## src/rtl/scme_pkg.sv

```systemverilog
// ----------------------------------------------------------------------------
// Sensor clamp, median and average package
// Shared widths, register reset values and configuration register indexes.
// ----------------------------------------------------------------------------
`default_nettype none

package scme_pkg;

  // Fixed field widths.
  localparam int unsigned SAMPLE_BITS = 12;
  localparam int unsigned AVG_BITS    = 20;
  localparam int unsigned FRAC_BITS   = 8;
  localparam int unsigned WEIGHT_BITS = 17;
  localparam int unsigned CFG_IDX_BITS = 2;

  // Default depth of the median window.
  localparam int unsigned DEFAULT_WINDOW = 5;

  // Register reset values.
  localparam logic [SAMPLE_BITS-1:0] CLAMP_LOW_RST  = 12'd0;
  localparam logic [SAMPLE_BITS-1:0] CLAMP_HIGH_RST = 12'd4095;
  localparam logic [WEIGHT_BITS-1:0] WEIGHT_RST     = 17'd6554;
  localparam logic [WEIGHT_BITS-1:0] WEIGHT_ONE     = 17'd65536;

  // Configuration register indexes.
  typedef enum logic [CFG_IDX_BITS-1:0] {
    CFG_CLAMP_LOW  = 2'd0,
    CFG_CLAMP_HIGH = 2'd1,
    CFG_WEIGHT     = 2'd2
  } cfg_reg_e;

endpackage

`default_nettype wire

```

## src/rtl/sensor_clamp_median_ema_core.sv

```systemverilog
// ----------------------------------------------------------------------------
// Sensor clamp, median and moving average core
// An accepted sample is held in the input register and then loaded into the
// result register, from which its result is taken.
// Throughput: one sample per cycle while results drain; the compare-rank
// median and the single average multiplier both sit between the input and
// result registers. A waiting result with a full input register stalls input.
// Reset: control state, limits and weight return to their defaults at once.
// ----------------------------------------------------------------------------
`default_nettype none

module sensor_clamp_median_ema_core
  import scme_pkg::*;
#(
  parameter int unsigned WINDOW = DEFAULT_WINDOW
) (
  input  wire logic                    clk_i,
  input  wire logic                    rst_ni,

  // Configuration writes, taken whenever the enable is high.
  input  wire logic                    cfg_we_i,
  input  wire logic [CFG_IDX_BITS-1:0] cfg_idx_i,
  input  wire logic [WEIGHT_BITS-1:0]  cfg_wdata_i,

  // Sample channel.
  input  wire logic                    in_valid_i,
  output logic                         in_ready_o,
  input  wire logic [SAMPLE_BITS-1:0]  sample_i,

  // Result channel.
  output logic                         out_valid_o,
  input  wire logic                    out_ready_i,
  output logic [SAMPLE_BITS-1:0]       clamped_o,
  output logic [SAMPLE_BITS-1:0]       median_o,
  output logic [AVG_BITS-1:0]          smoothed_o
);

  localparam int unsigned PosW  = (WINDOW > 1) ? $clog2(WINDOW) : 1;
  localparam int unsigned RankW = $clog2(WINDOW);
  localparam int unsigned Mid   = WINDOW / 2;
  localparam int unsigned ProdW = AVG_BITS + 1 + WEIGHT_BITS + 1;

  // --------------------------------------------------------------------------
  // Configuration registers. The user must issue writes only while the core is
  // idle, so processing always sees stable values; the core does not enforce it.
  // --------------------------------------------------------------------------
  logic [SAMPLE_BITS-1:0] clamp_low_q;
  logic [SAMPLE_BITS-1:0] clamp_high_q;
  logic [WEIGHT_BITS-1:0] weight_q;

  always_ff @(posedge clk_i or negedge rst_ni) begin
    if (!rst_ni) begin
      clamp_low_q  <= CLAMP_LOW_RST;
      clamp_high_q <= CLAMP_HIGH_RST;
      weight_q     <= WEIGHT_RST;
    end else if (cfg_we_i) begin
      unique case (cfg_idx_i)
        CFG_CLAMP_LOW:  clamp_low_q  <= cfg_wdata_i[SAMPLE_BITS-1:0];
        CFG_CLAMP_HIGH: clamp_high_q <= cfg_wdata_i[SAMPLE_BITS-1:0];
        CFG_WEIGHT:     weight_q     <= cfg_wdata_i;
        default: begin
          // Writes to an unused index are dropped.
        end
      endcase
    end
  end

  // --------------------------------------------------------------------------
  // Handshake. The input register holds an accepted sample; it moves into
  // the result register whenever that register is empty or being drained.
  // This lets a new transaction be accepted in every cycle while results
  // drain. When a result waits and the input register is full, the input
  // stalls.
  // --------------------------------------------------------------------------
  logic                   s1_valid_q;
  logic [SAMPLE_BITS-1:0] s1_sample_q;
  logic                   out_valid_q;
  logic                   advance;
  logic                   process;
  logic                   in_accept;

  assign advance    = !out_valid_q || out_ready_i;
  assign process    = advance && s1_valid_q;
  assign in_ready_o = !s1_valid_q || advance;
  assign in_accept  = in_valid_i && in_ready_o;

  always_ff @(posedge clk_i or negedge rst_ni) begin
    if (!rst_ni) begin
      s1_valid_q <= 1'b0;
    end else if (in_ready_o) begin
      s1_valid_q <= in_valid_i;
    end
  end

  always_ff @(posedge clk_i) begin
    if (in_accept) begin
      s1_sample_q <= sample_i;
    end
  end

  // --------------------------------------------------------------------------
  // Filter state. The first sample fills the whole window and loads the
  // average directly; after that the window is a circular buffer.
  // --------------------------------------------------------------------------
  logic [SAMPLE_BITS-1:0] window_q [WINDOW];
  logic [SAMPLE_BITS-1:0] window_d [WINDOW];
  logic [PosW-1:0]        wr_pos_q;
  logic [PosW-1:0]        wr_pos_d;
  logic                   first_q;
  logic [AVG_BITS-1:0]    avg_q;
  logic [AVG_BITS-1:0]    avg_d;

  // The window after this sample is written.
  always_comb begin
    for (int i = 0; i < WINDOW; i++) begin
      if (first_q || (wr_pos_q == PosW'(i))) begin
        window_d[i] = s1_sample_q;
      end else begin
        window_d[i] = window_q[i];
      end
    end
  end

  assign wr_pos_d = (wr_pos_q == PosW'(WINDOW - 1)) ? '0 : wr_pos_q + PosW'(1);

  // --------------------------------------------------------------------------
  // Median by ranking. Each entry counts the entries that sort before it,
  // with equal values ordered by position so every rank is unique. The entry
  // whose rank is the middle one is the median.
  // --------------------------------------------------------------------------
  logic [RankW-1:0]       rank   [WINDOW];
  logic [SAMPLE_BITS-1:0] median_d;

  always_comb begin
    for (int i = 0; i < WINDOW; i++) begin
      rank[i] = '0;
      for (int j = 0; j < WINDOW; j++) begin
        if ((window_d[j] < window_d[i]) || ((window_d[j] == window_d[i]) && (j < i))) begin
          rank[i] = rank[i] + RankW'(1);
        end
      end
    end
  end

  always_comb begin
    median_d = '0;
    for (int i = 0; i < WINDOW; i++) begin
      if (rank[i] == RankW'(Mid)) begin
        median_d = median_d | window_d[i];
      end
    end
  end

  // --------------------------------------------------------------------------
  // Moving average in Q12.8. The blend w*x + (1-w)*avg is rewritten as
  // avg + w*(x - avg), so a single signed multiplier does the work. The
  // arithmetic shift floors, which together with the half added before it
  // gives round to nearest with ties up.
  // --------------------------------------------------------------------------
  logic [WEIGHT_BITS-1:0]  weight_sat;
  logic [AVG_BITS-1:0]     sample_q12;
  logic signed [AVG_BITS:0]       avg_diff;
  logic signed [ProdW-1:0]        avg_prod;
  logic signed [ProdW-1:0]        avg_step;
  logic signed [ProdW-1:0]        avg_sum;

  assign weight_sat = (weight_q > WEIGHT_ONE) ? WEIGHT_ONE : weight_q;
  assign sample_q12 = AVG_BITS'({s1_sample_q, {FRAC_BITS{1'b0}}});
  assign avg_diff   = $signed({1'b0, sample_q12}) - $signed({1'b0, avg_q});
  assign avg_prod   = ProdW'(avg_diff) * $signed({1'b0, weight_sat});
  assign avg_step   = (avg_prod + ProdW'(1 << 15)) >>> 16;
  assign avg_sum    = $signed(ProdW'(avg_q)) + avg_step;
  assign avg_d      = first_q ? sample_q12 : avg_sum[AVG_BITS-1:0];

  always_ff @(posedge clk_i or negedge rst_ni) begin
    if (!rst_ni) begin
      wr_pos_q <= '0;
      first_q  <= 1'b1;
      avg_q    <= '0;
    end else if (process) begin
      wr_pos_q <= wr_pos_d;
      first_q  <= 1'b0;
      avg_q    <= avg_d;
    end
  end

  always_ff @(posedge clk_i) begin
    if (process) begin
      for (int i = 0; i < WINDOW; i++) begin
        window_q[i] <= window_d[i];
      end
    end
  end

  // --------------------------------------------------------------------------
  // Clamp. The lower limit applies first, so crossed limits give the upper
  // limit.
  // --------------------------------------------------------------------------
  logic [SAMPLE_BITS-1:0] clamp_lo_c;
  logic [SAMPLE_BITS-1:0] clamped_d;

  assign clamp_lo_c = (s1_sample_q < clamp_low_q) ? clamp_low_q : s1_sample_q;
  assign clamped_d  = (clamp_lo_c > clamp_high_q) ? clamp_high_q : clamp_lo_c;

  // --------------------------------------------------------------------------
  // Result register.
  // --------------------------------------------------------------------------
  logic [SAMPLE_BITS-1:0] clamped_q;
  logic [SAMPLE_BITS-1:0] median_q;

  always_ff @(posedge clk_i or negedge rst_ni) begin
    if (!rst_ni) begin
      out_valid_q <= 1'b0;
    end else if (advance) begin
      out_valid_q <= s1_valid_q;
    end
  end

  always_ff @(posedge clk_i) begin
    if (process) begin
      clamped_q <= clamped_d;
      median_q  <= median_d;
    end
  end

  // The running average register doubles as the smoothed output, since it
  // only changes when a new result is loaded.
  assign out_valid_o = out_valid_q;
  assign clamped_o   = clamped_q;
  assign median_o    = median_q;
  assign smoothed_o  = avg_q;

endmodule

`default_nettype wire

```

## config.mk

```make
export PLATFORM = sky130hd
export DESIGN_NAME = sensor_clamp_median_ema_core
export DESIGN_NICKNAME = d
export VERILOG_FILES = /design/src/rtl/scme_pkg.sv /design/src/rtl/sensor_clamp_median_ema_core.sv
export SDC_FILE = /design/constraint.sdc
export NUM_CORES = 1
export LEC_CHECK = 0
export BUFFER_PORTS_ARGS = -buffer_cell sky130_fd_sc_hd__buf_2
export CAP_MARGIN = 25
export CORE_MARGIN = 2
export CORE_UTILIZATION = 40
export CTS_BUF_LIST = sky130_fd_sc_hd__clkbuf_4
export DETAILED_ROUTE_END_ITERATION = 7
export MAX_ROUTING_LAYER = met4
export PLACE_DENSITY = 0.66
export SYNTH_ARGS = -nofsm -noshare
export SYNTH_HDL_FRONTEND = slang
export SYNTH_SLANG_ARGS = --single-unit
export TNS_END_PERCENT = 5
```

## constraint.sdc

```tcl
create_clock -name clk_i -period 15.7 [get_ports clk_i]
set_input_delay 0 -clock clk_i [delete_from_list [all_inputs] [get_ports clk_i]]
set_output_delay 0 -clock clk_i [all_outputs]
set_load 0.02 [all_outputs]
```

==> metrics.txt, run 1 <==
Main synth FF type edfxtp_1; synth top area cells fa_1 (27%), ha_1 (15%), edfxtp_1 (12%); critical path fanouts, max 13; unrepaired setup endpoints after global routing false; fraction of layout cells with a size suffix above 1 about a tenth; Vias between 15000 and 20000; clock skew a little over 0.06 ns; Avg Synthesized Cell Area around 9.5 µm²; CTS root buf clkbuf_4; register area share after synthesis between 10% and 20%; Clock transition at path regs between 0.2 and 0.25 ns; Port Buf Inserts 81; final wirelength between 70000 and 80000 µm; R2R Path End smoothed_o[19]$_DFFE_PN0P_; Synth top area share between 20% and 30%; EDFF count, synth 96; Critical R2R Launch smoothed_o[0]$_DFFE_PN0P_; Worst path max stage delay approximately 0.7 ns; initial antenna violation count 1; Worst setup SP type flip-flop; core footprint 0.06137 mm²; #FFs+latches synth ~160; gr ovfl total 0; Slew headroom between 20% and 30%; synthesized area between 0.02 and 0.025 mm²; asr flop ratio synth about two fifths; Ys Warns 0; Max Root-Sink Buffers 2; Fillers slightly below 6000; max cap viols 0; Placer Congestion between 0.9 and 1; routed wl met2 ~32000 µm; Slew Viols, Final 0; GRT Total Usage a little under a quarter; data required time of the worst path between 15 and 20 ns; routed vias/inst about 5.3; Sink Count roughly 160; first-pass GRT wire length approximately 110000 µm; Hold/Removal Path Class primary input to async pin; Synth cell types 66; reg-to-reg slack, setup between 4 and 5 ns; crit path kind flip-flop to flip-flop; CP arrival ~12 ns; Final setup viols 0; Final Hold Vio Count 0; insertion delay to the later sink of the worst-skew pair 0.68 ns; DR top layer met4; cell mode on critical path fa_1; Gates resized, CTS repair 0; Mapped Cells between 2000 and 3000; Synth area leader fa_1; Synth Net Count 3271; wire per inst between 20 and 25 µm; Die Y 252.5 µm; fin crit share 70.86%; 1st-iter DRT viols around 1600; TritonCTS Buffers 17; NumNets Final between 3000 and 4000; DIE WIDTH approximately 250 µm; DRC violations left 0; Area Overhead vs Synth 9.362%; dpl hpwl 55750 µm; H-tree depth 4; Detail Route Antenna Nets 0; I/O Pins 82; largest net degree at the start of global routing 67; TritonCTS clock tree yes; hold buffer count at CTS 50; vias in the first global route 19390; FMAX 89.89 MHz; Total Die Area approximately 0.064 mm²; status completed; Initial Utilization slightly above 40%; Least-Margin Pin Slew roughly 1.1 ns; met1 WL between 30000 and 40000 µm; Post-CTS Setup Bufs 0; final setup TNS 0 ns; number of detailed-route iterations in the first pass 8; Critical Path Sink Type flip-flop; Rows around 90; critical-path cell with the highest stage delay dfrtp_1; Reg2Reg Depth 37; met3 WL post-DR between 5000 and 6000 µm; Final Critical Period 11.12 ns
placed cells by master (no fill, tap or decap), types with 9 or more instances in the layout:
cell type      instances
mux2i_1               20
ha_1                 305
nand3_1               14
a222oi_1              12
buf_4                 45
dfrtp_1               47
o211ai_1              21
and2_1                28
dlygate4sd3_1         50
inv_1                516
mux2_2                80
o2111ai_1             13
nor3_1                15
o221ai_1              12
o21ai_1                9
xnor2_1               50
buf_2                 80
a21oi_1               73
xor2_1                32
a21o_1                69
nand2_1              218
or3_1                 10
nor2_1               229
nand4_1               33
nand2b_1              22
o21ai_0               57
dfstp_2               20
fa_1                 336
or4_1                  9
clkbuf_4              17
a211oi_1              13
o21a_1                24
mux2_1                 9
edfxtp_1              96
nor2b_1               30
cells in the mapped netlist, types with 47 or more instances:
master	n
nor2_1	229
fa_1	336
dfrtp_1	47
xnor2_1	50
mux2_2	80
a21oi_1	75
a21o_1	69
nand2_1	218
ha_1	305
clkbuf_1	65
edfxtp_1	96
inv_1	516
o21ai_0	57
sequential cells by signal (all words and copies together) (netlist names):
name / count
window_q: 60
smoothed_o: 20
weight_q: 17
clamp_high_q: 12
clamp_low_q: 12
clamped_o: 12
median_o: 12
s1_sample_q: 12
wr_pos_q: 3
first_q: 1
out_valid_o: 1
s1_valid_q: 1
how the worst max path moves through the flow:
stage | from | end | cells after the start
2_1_floorplan | smoothed_o[0]$_DFFE_PN0P_ | smoothed_o[19]$_DFFE_PN0P_ | 38
3_3_place_gp | smoothed_o[0]$_DFFE_PN0P_ | smoothed_o[19]$_DFFE_PN0P_ | 36
3_5_place_dp | smoothed_o[0]$_DFFE_PN0P_ | smoothed_o[19]$_DFFE_PN0P_ | 36
4_1_cts | smoothed_o[0]$_DFFE_PN0P_ | smoothed_o[19]$_DFFE_PN0P_ | 36
5_1_grt | smoothed_o[0]$_DFFE_PN0P_ | smoothed_o[19]$_DFFE_PN0P_ | 37
6_report | smoothed_o[0]$_DFFE_PN0P_ | smoothed_o[19]$_DFFE_PN0P_ | 37
cells by family after synthesis:
kind of cell / synth area share, %
simple gates: 12.05
fa+ha+maj: 42.69
buf+inv: 9.002
flops: 18.56
xor+xnor: 2.908
mux: 5.000
compound gates: 9.793
per-stage QoR:
| step | util [%] | cell area (µm²) | hold slack [ns] | instances | worst slack [ns] |
|---|---|---|---|---|---|
| 2_1_floorplan | - | 24700 | -0.2956 | 2594 | 5.849 |
| 3_3_place_gp | 42.66 | 26180 | -0.1510 | 3436 | 4.785 |
| 3_5_place_dp | 42.66 | 26180 | -0.1504 | 3436 | 4.757 |
| 4_1_cts | 43.99 | 27000 | 0.004795 | 3518 | 4.757 |
| 5_1_grt | 44.01 | 27010 | 0.01114 | 3520 | 4.046 |
| 6_report | 44.01 | 27010 | 0.02881 | 3520 | 4.575 |
final cells by class:
type,instances,area [µm²],area share (%)
well taps,790,988.4,3.660
clock inverters,15,186.4,0.6902
diodes,1,2.502,0.009265
inverters,519,1951,7.222
repair buffers,176,1250,4.628
flip-flops and latches,163,4584,16.97
clock buffers,17,127.6,0.4725
multi-input cells,1839,17920,66.35
metal layers:
metal,track usage (%),vias up
met4,8.014,0
met1,31.28,9293
met2,36.77,699
li1,-,8715
met5,-,-
met3,4.006,122
critical path: cells and delay by family, from the launching register on:
kind / cells / cell delay, ns
AO/OA/AOI/OAI: 9 / 2.45
XOR/XNOR: 2 / 0.73
adder cells (fa/ha/maj): 9 / 4.04
buffers and inverters: 4 / 0.62
flip-flops: 1 / 0.72
AND/OR/NAND/NOR: 13 / 2.56
Power of run 1 is not shown: default switching activity piles up to over one toggle a cycle in this logic, so the estimate is an artifact.
==> run 2, diff against run 1 <==
Settings changed: PLACE_DENSITY 0.66 to 0.68.
Clock period 15.7 ns to 9.75 ns, I/O delays scaled along.
==> metrics.txt, run 2 (synthesis gave the netlist of run 1 again) <==
Final setup viols 0 (unchanged); Detail Route Antenna Nets 0 (unchanged); Initial Utilization 40.24% (unchanged); routed vias/inst 5.319 (-0.56%); Fillers 5790 (-2.1%); data required time of the worst path 10.45 ns (-5.86 ns); first-pass GRT wire length 114500 µm (+3.0%); Slew headroom 26.86% (-1.8 points); Slew Viols, Final 0 (unchanged); GRT Total Usage 24.13% (+0.50 points); wire per inst 19.32 µm (-3.5%); R2R Path End smoothed_o[19]$_DFFE_PN0P_; FMAX 105.4 MHz (+17%); core footprint 0.06137 mm² (unchanged); Least-Margin Pin Slew 1.097 ns (+0.03226 ns); Die Y 252.5 µm (unchanged); critical path fanouts, max 6 (-7); Multi-input gate area 0.01821 mm² (+1.6%); commonest non-fill, non-tap cell in the layout inv_1; DRC violations left 0 (unchanged); final hold slack 0.09936 ns (+0.07055 ns); Critical R2R Launch smoothed_o[10]$_DFFE_PN0P_; final setup TNS 0 ns (unchanged); fraction of layout cells with a size suffix above 1 16.86% (+6.6 points); Vias 19710 (+4.7%); gr ovfl total 0 (unchanged); Area Overhead vs Synth 16.38%; insertion delay to the later sink of the worst-skew pair 0.79 ns (+0.11 ns); max cap viols 0 (unchanged); reg-to-reg slack, setup 0.26 ns (-4.31 ns); final wirelength 71580 µm (+1.6%); H-tree depth 4 (unchanged); Critical Path Sink Type flip-flop; Port Buf Inserts 81 (unchanged); most frequent cells in the layout inv_1 (514), fa_1 (335), ha_1 (303), nor2_1 (224), buf_4 (215); Hold/Removal Path Class primary input to flip-flop; TritonCTS clock tree yes; Rows 91 (unchanged); DIE WIDTH 252.5 µm (unchanged); CP arrival 10.19 ns (-1.55 ns); Top reg by flops window_q; Largest register FFs 60 (unchanged); finished layout cell area 0.02874 mm² (+6.4%); Worst setup SP type flip-flop; clock skew 0.06530 ns (+0.004486 ns); vias in the first global route 20480 (+5.6%); critical-path cell with the highest stage delay fa_1; worst hold path endpoint weight_q[15]$_DFFE_PN0P_; TritonCTS Buffers 17 (unchanged); crit path kind flip-flop to flip-flop; NumNets Final 3577 (+5.4%); Final Critical Period 9.489 ns (-1.636 ns); Reg2Reg Depth 36 (-2.7%); number of detailed-route iterations in the first pass 6 (-2); status completed; CTS root buf clkbuf_4; 1st-iter DRT viols 1396 (-10%); Reg area 0.004584 mm² (unchanged); fin crit share 97.33% (+26 points); largest net degree at the start of global routing 60 (-10%); DP Area 0.02738 mm² (+4.6%); Sink Count 163 (unchanged); Worst path max stage delay 0.56 ns (-0.16 ns); worst hold start cfg_wdata_i[15]; Final Hold Vio Count 0 (unchanged); Clock transition at path regs 0.19 ns (-0.02 ns); Max Root-Sink Buffers 2 (unchanged); I/O Pins 82 (unchanged); Placer Congestion 0.9573 (+1.1%); Hold Crit Depth 3; dpl hpwl 57410 µm (+3.0%); cell mode on critical path fa_1; initial antenna violation count 4 (+3); Total Die Area 0.06375 mm² (unchanged)
-- run 2: critical path: cells and delay by family (launching register included) --
kind,cells,cell delay (ns)
adders and majority gates,9,3.88
AOI/OAI and AO/OA,9,2.09
and+or+nand+nor,6,1.40
buffers and inverters,10,1.14
xor gates and xnor gates,2,0.47
DFF,1,0.41
-- run 2: routing by layer --
layer | vias to the layer above | routed length (µm) | track usage (%)
li1 | 9095 | - | -
met1 | 9756 | 31170 | 31.41
met2 | 713 | 32210 | 37.16
met3 | 149 | 4828 | 3.903
met4 | 0 | 3372 | 10.68
met5 | - | 0 | -
-- run 2: final cells by class --
type | count | share of cell area (%)
Clock buffer | 17 | 0.4440
Inverter | 519 | 6.787
Multi-Input combinational cell | 1839 | 63.37
Antenna cell | 3 | 0.02612
Tap cell | 790 | 3.439
Timing Repair Buffer | 360 | 9.342
Clock inverter | 15 | 0.6443
Sequential cell | 163 | 15.95
-- run 2: repair_timing --
action | CTS | global route
setup buffers | 3 | 12
pin swaps | 2 | 15
endpoints found under the hold margin | 131 | 0
endpoints found under the setup margin | 5 | 11
resized for setup | 12 | 46
hold buffers | 64 | 0
-- run 2: metrics by stage --
| stage | setup WS, ns | util (%) | std cells |
|---|---|---|---|
| 2_1_floorplan | 0.04520 | - | 2594 |
| 3_3_place_gp | 0.1089 | 44.59 | 3591 |
| 3_5_place_dp | -0.1556 | 44.61 | 3592 |
| 4_1_cts | 0.009959 | 46.30 | 3691 |
| 5_1_grt | -0.05240 | 46.83 | 3706 |
| 6_report | 0.2608 | 46.83 | 3706 |
-- run 2: worst max path at each step --
stage	from	end	slack, ns	cells past startpoint
global placement	smoothed_o[1]$_DFFE_PN0P_	smoothed_o[19]$_DFFE_PN0P_	0.11	37
detailed placement	s1_sample_q[0]$_DFFE_PP_	smoothed_o[19]$_DFFE_PN0P_	-0.16	35
global route	smoothed_o[9]$_DFFE_PN0P_	smoothed_o[19]$_DFFE_PN0P_	-0.05	37
finish	smoothed_o[10]$_DFFE_PN0P_	smoothed_o[19]$_DFFE_PN0P_	0.26	36
floorplan	smoothed_o[0]$_DFFE_PN0P_	smoothed_o[19]$_DFFE_PN0P_	0.05	38
CTS	smoothed_o[3]$_DFFE_PN0P_	smoothed_o[19]$_DFFE_PN0P_	0.01	36
Power of run 2 is left out for the same reason.
==> run 3, diff against run 2 <==
Settings changed: CTS_BUF_LIST sky130_fd_sc_hd__clkbuf_4 to not set, SLEW_MARGIN set to 20.
==> metrics.txt, run 3 (synthesis gave the netlist of run 1 again) <==
1st-iter DRT viols 1437 (+2.9%); Largest register FFs 60 (unchanged); max cap viols 0 (unchanged); Slew Viols, Final 0 (unchanged); Multi-input gate area 0.01821 mm² (about the same); Reg2Reg Depth 36 (unchanged); data required time of the worst path 10.17 ns (-0.28 ns); DIE WIDTH 252.5 µm (unchanged); clock skew 0.02110 ns (-0.04420 ns); fraction of layout cells with a size suffix above 1 16.78% (-0.073 points); Max Root-Sink Buffers 2 (unchanged); Die Y 252.5 µm (unchanged); CTS root buf clkbuf_16; insertion delay to the later sink of the worst-skew pair 0.50 ns (-0.29 ns); largest net degree at the start of global routing 60 (unchanged); initial antenna violation count 5 (+1); Least-Margin Pin Slew 1.082 ns (-0.01480 ns); TritonCTS Buffers 17 (unchanged); critical path fanouts, max 6 (unchanged); Port Buf Inserts 81 (unchanged); Worst path max stage delay 0.56 ns (about the same); Reg area 0.004586 mm² (about the same); Vias 19570 (-0.74%); Critical R2R Launch smoothed_o[10]$_DFFE_PN0P_; reg-to-reg slack, setup 0.28 ns (+0.02 ns); Total Die Area 0.06375 mm² (unchanged); Top reg by flops window_q; commonest non-fill, non-tap cell in the layout inv_1; Detail Route Antenna Nets 0 (unchanged); TritonCTS clock tree yes; final wirelength 71920 µm (+0.47%); R2R Path End smoothed_o[19]$_DFFE_PN0P_; status completed; Placer Congestion 0.9573 (unchanged); CP arrival 9.89 ns (-0.30 ns); fin crit share 97.10% (-0.23 points); Hold/Removal Path Class primary input to async pin; I/O Pins 82 (unchanged); cell mode on critical path fa_1; wire per inst 19.55 µm (+1.2%); routed vias/inst 5.319 (about the same); Critical Path Sink Type flip-flop; Slew headroom 27.85% (+0.99 points); GRT Total Usage 24.16% (+0.030 points); Clock transition at path regs 0.08 ns (-0.11 ns); gr ovfl total 0 (unchanged); Rows 91 (unchanged); Worst setup SP type flip-flop; Initial Utilization 40.24% (unchanged); vias in the first global route 20480 (+0.034%); Final Critical Period 9.467 ns (-0.02200 ns); number of detailed-route iterations in the first pass 8 (+2); final setup TNS 0 ns (unchanged); Sink Count 163 (unchanged); FMAX 105.6 MHz (+0.23%); Area Overhead vs Synth 16.51%; Final setup viols 0 (unchanged); dpl hpwl 57410 µm (unchanged); core footprint 0.06137 mm² (unchanged); most frequent cells in the layout inv_1 (514), fa_1 (335), ha_1 (304), nor2_1 (226), nand2_1 (214); Final Hold Vio Count 0 (unchanged); Fillers 5771 (-0.33%); critical-path cell with the highest stage delay fa_1; first-pass GRT wire length 114700 µm (+0.16%); H-tree depth 4 (unchanged); crit path kind flip-flop to flip-flop; DRC violations left 0 (unchanged); NumNets Final 3548 (-0.81%)
[run 3: changes by cell type in the layout (fill, tap and decap cells not counted), moves of 2 or more]
cell	delta
dlygate4sd3_1	-20
diode_2	+2
buf_4	-8
clkbuf_4	-17
clkinv_1	-2
nor2_2	-2
clkbuf_16	+17
nor2_1	+2
[run 3: per-layer routing]
metal	GRT usage (%)	part of all wire, %
met3	4.346	6.5
met1	31.23	44
met2	37.54	46
met4	9.839	4.1
met5	-	0
[run 3: final cells by class]
class | count | area share [%]
inverter | 519 | 6.779
multi-input combinational | 1839 | 63.29
clock buffer | 18 | 1.526
tap | 790 | 3.435
clock inverter | 14 | 0.6305
antenna | 5 | 0.04348
timing repair buffer | 331 | 8.357
sequential | 163 | 15.94
[run 3: metrics by stage]
stage | worst slack, ns | std cells | util, % | cell area (µm²) | hold WS [ns]
floorplan | 0.04520 | 2594 | - | 24700 | -0.2956
global placement | 0.1089 | 3591 | 44.59 | 27370 | 0.005942
detailed placement | -0.1556 | 3592 | 44.61 | 27380 | -0.008764
CTS | 0.003829 | 3668 | 46.44 | 28500 | 0.001925
global route | -0.07823 | 3678 | 46.88 | 28770 | 0.06334
finish | 0.2828 | 3679 | 46.89 | 28780 | 0.02767
[run 3: what timing repair did]
action / CTS / global route
resized for setup: 17 / 42
pin swaps: 2 / 15
hold buffers: 43 / 0
endpoints found under the hold margin: 80 / 0
buffers inserted: 1 / 6
endpoints found under the setup margin: 3 / 11
[run 3: worst max-delay path: cells and delay by family, from the launching register on]
family / cells / cell delay, ns
buffers and inverters: 10 / 1.17
adders and majority gates: 9 / 3.87
and+or+nand+nor: 6 / 1.41
AOI/OAI and AO/OA: 9 / 2.10
DFF: 1 / 0.38
xor gates and xnor gates: 2 / 0.47
[run 3: worst max path at each step]
stage                          startpoint                    endpoint  slack, ns  depth (start not counted)
2_1_floorplan   smoothed_o[0]$_DFFE_PN0P_  smoothed_o[19]$_DFFE_PN0P_       0.05                         38
3_3_place_gp    smoothed_o[1]$_DFFE_PN0P_  smoothed_o[19]$_DFFE_PN0P_       0.11                         37
3_5_place_dp     s1_sample_q[0]$_DFFE_PP_  smoothed_o[19]$_DFFE_PN0P_      -0.16                         35
4_1_cts           weight_q[0]$_DFFE_PN0P_  smoothed_o[19]$_DFFE_PN0P_      0.004                         35
5_1_grt         smoothed_o[1]$_DFFE_PN0P_  smoothed_o[19]$_DFFE_PN0P_      -0.08                         37
6_report       smoothed_o[10]$_DFFE_PN0P_  smoothed_o[19]$_DFFE_PN0P_       0.28                         36
Power of run 3 is left out for the same reason.
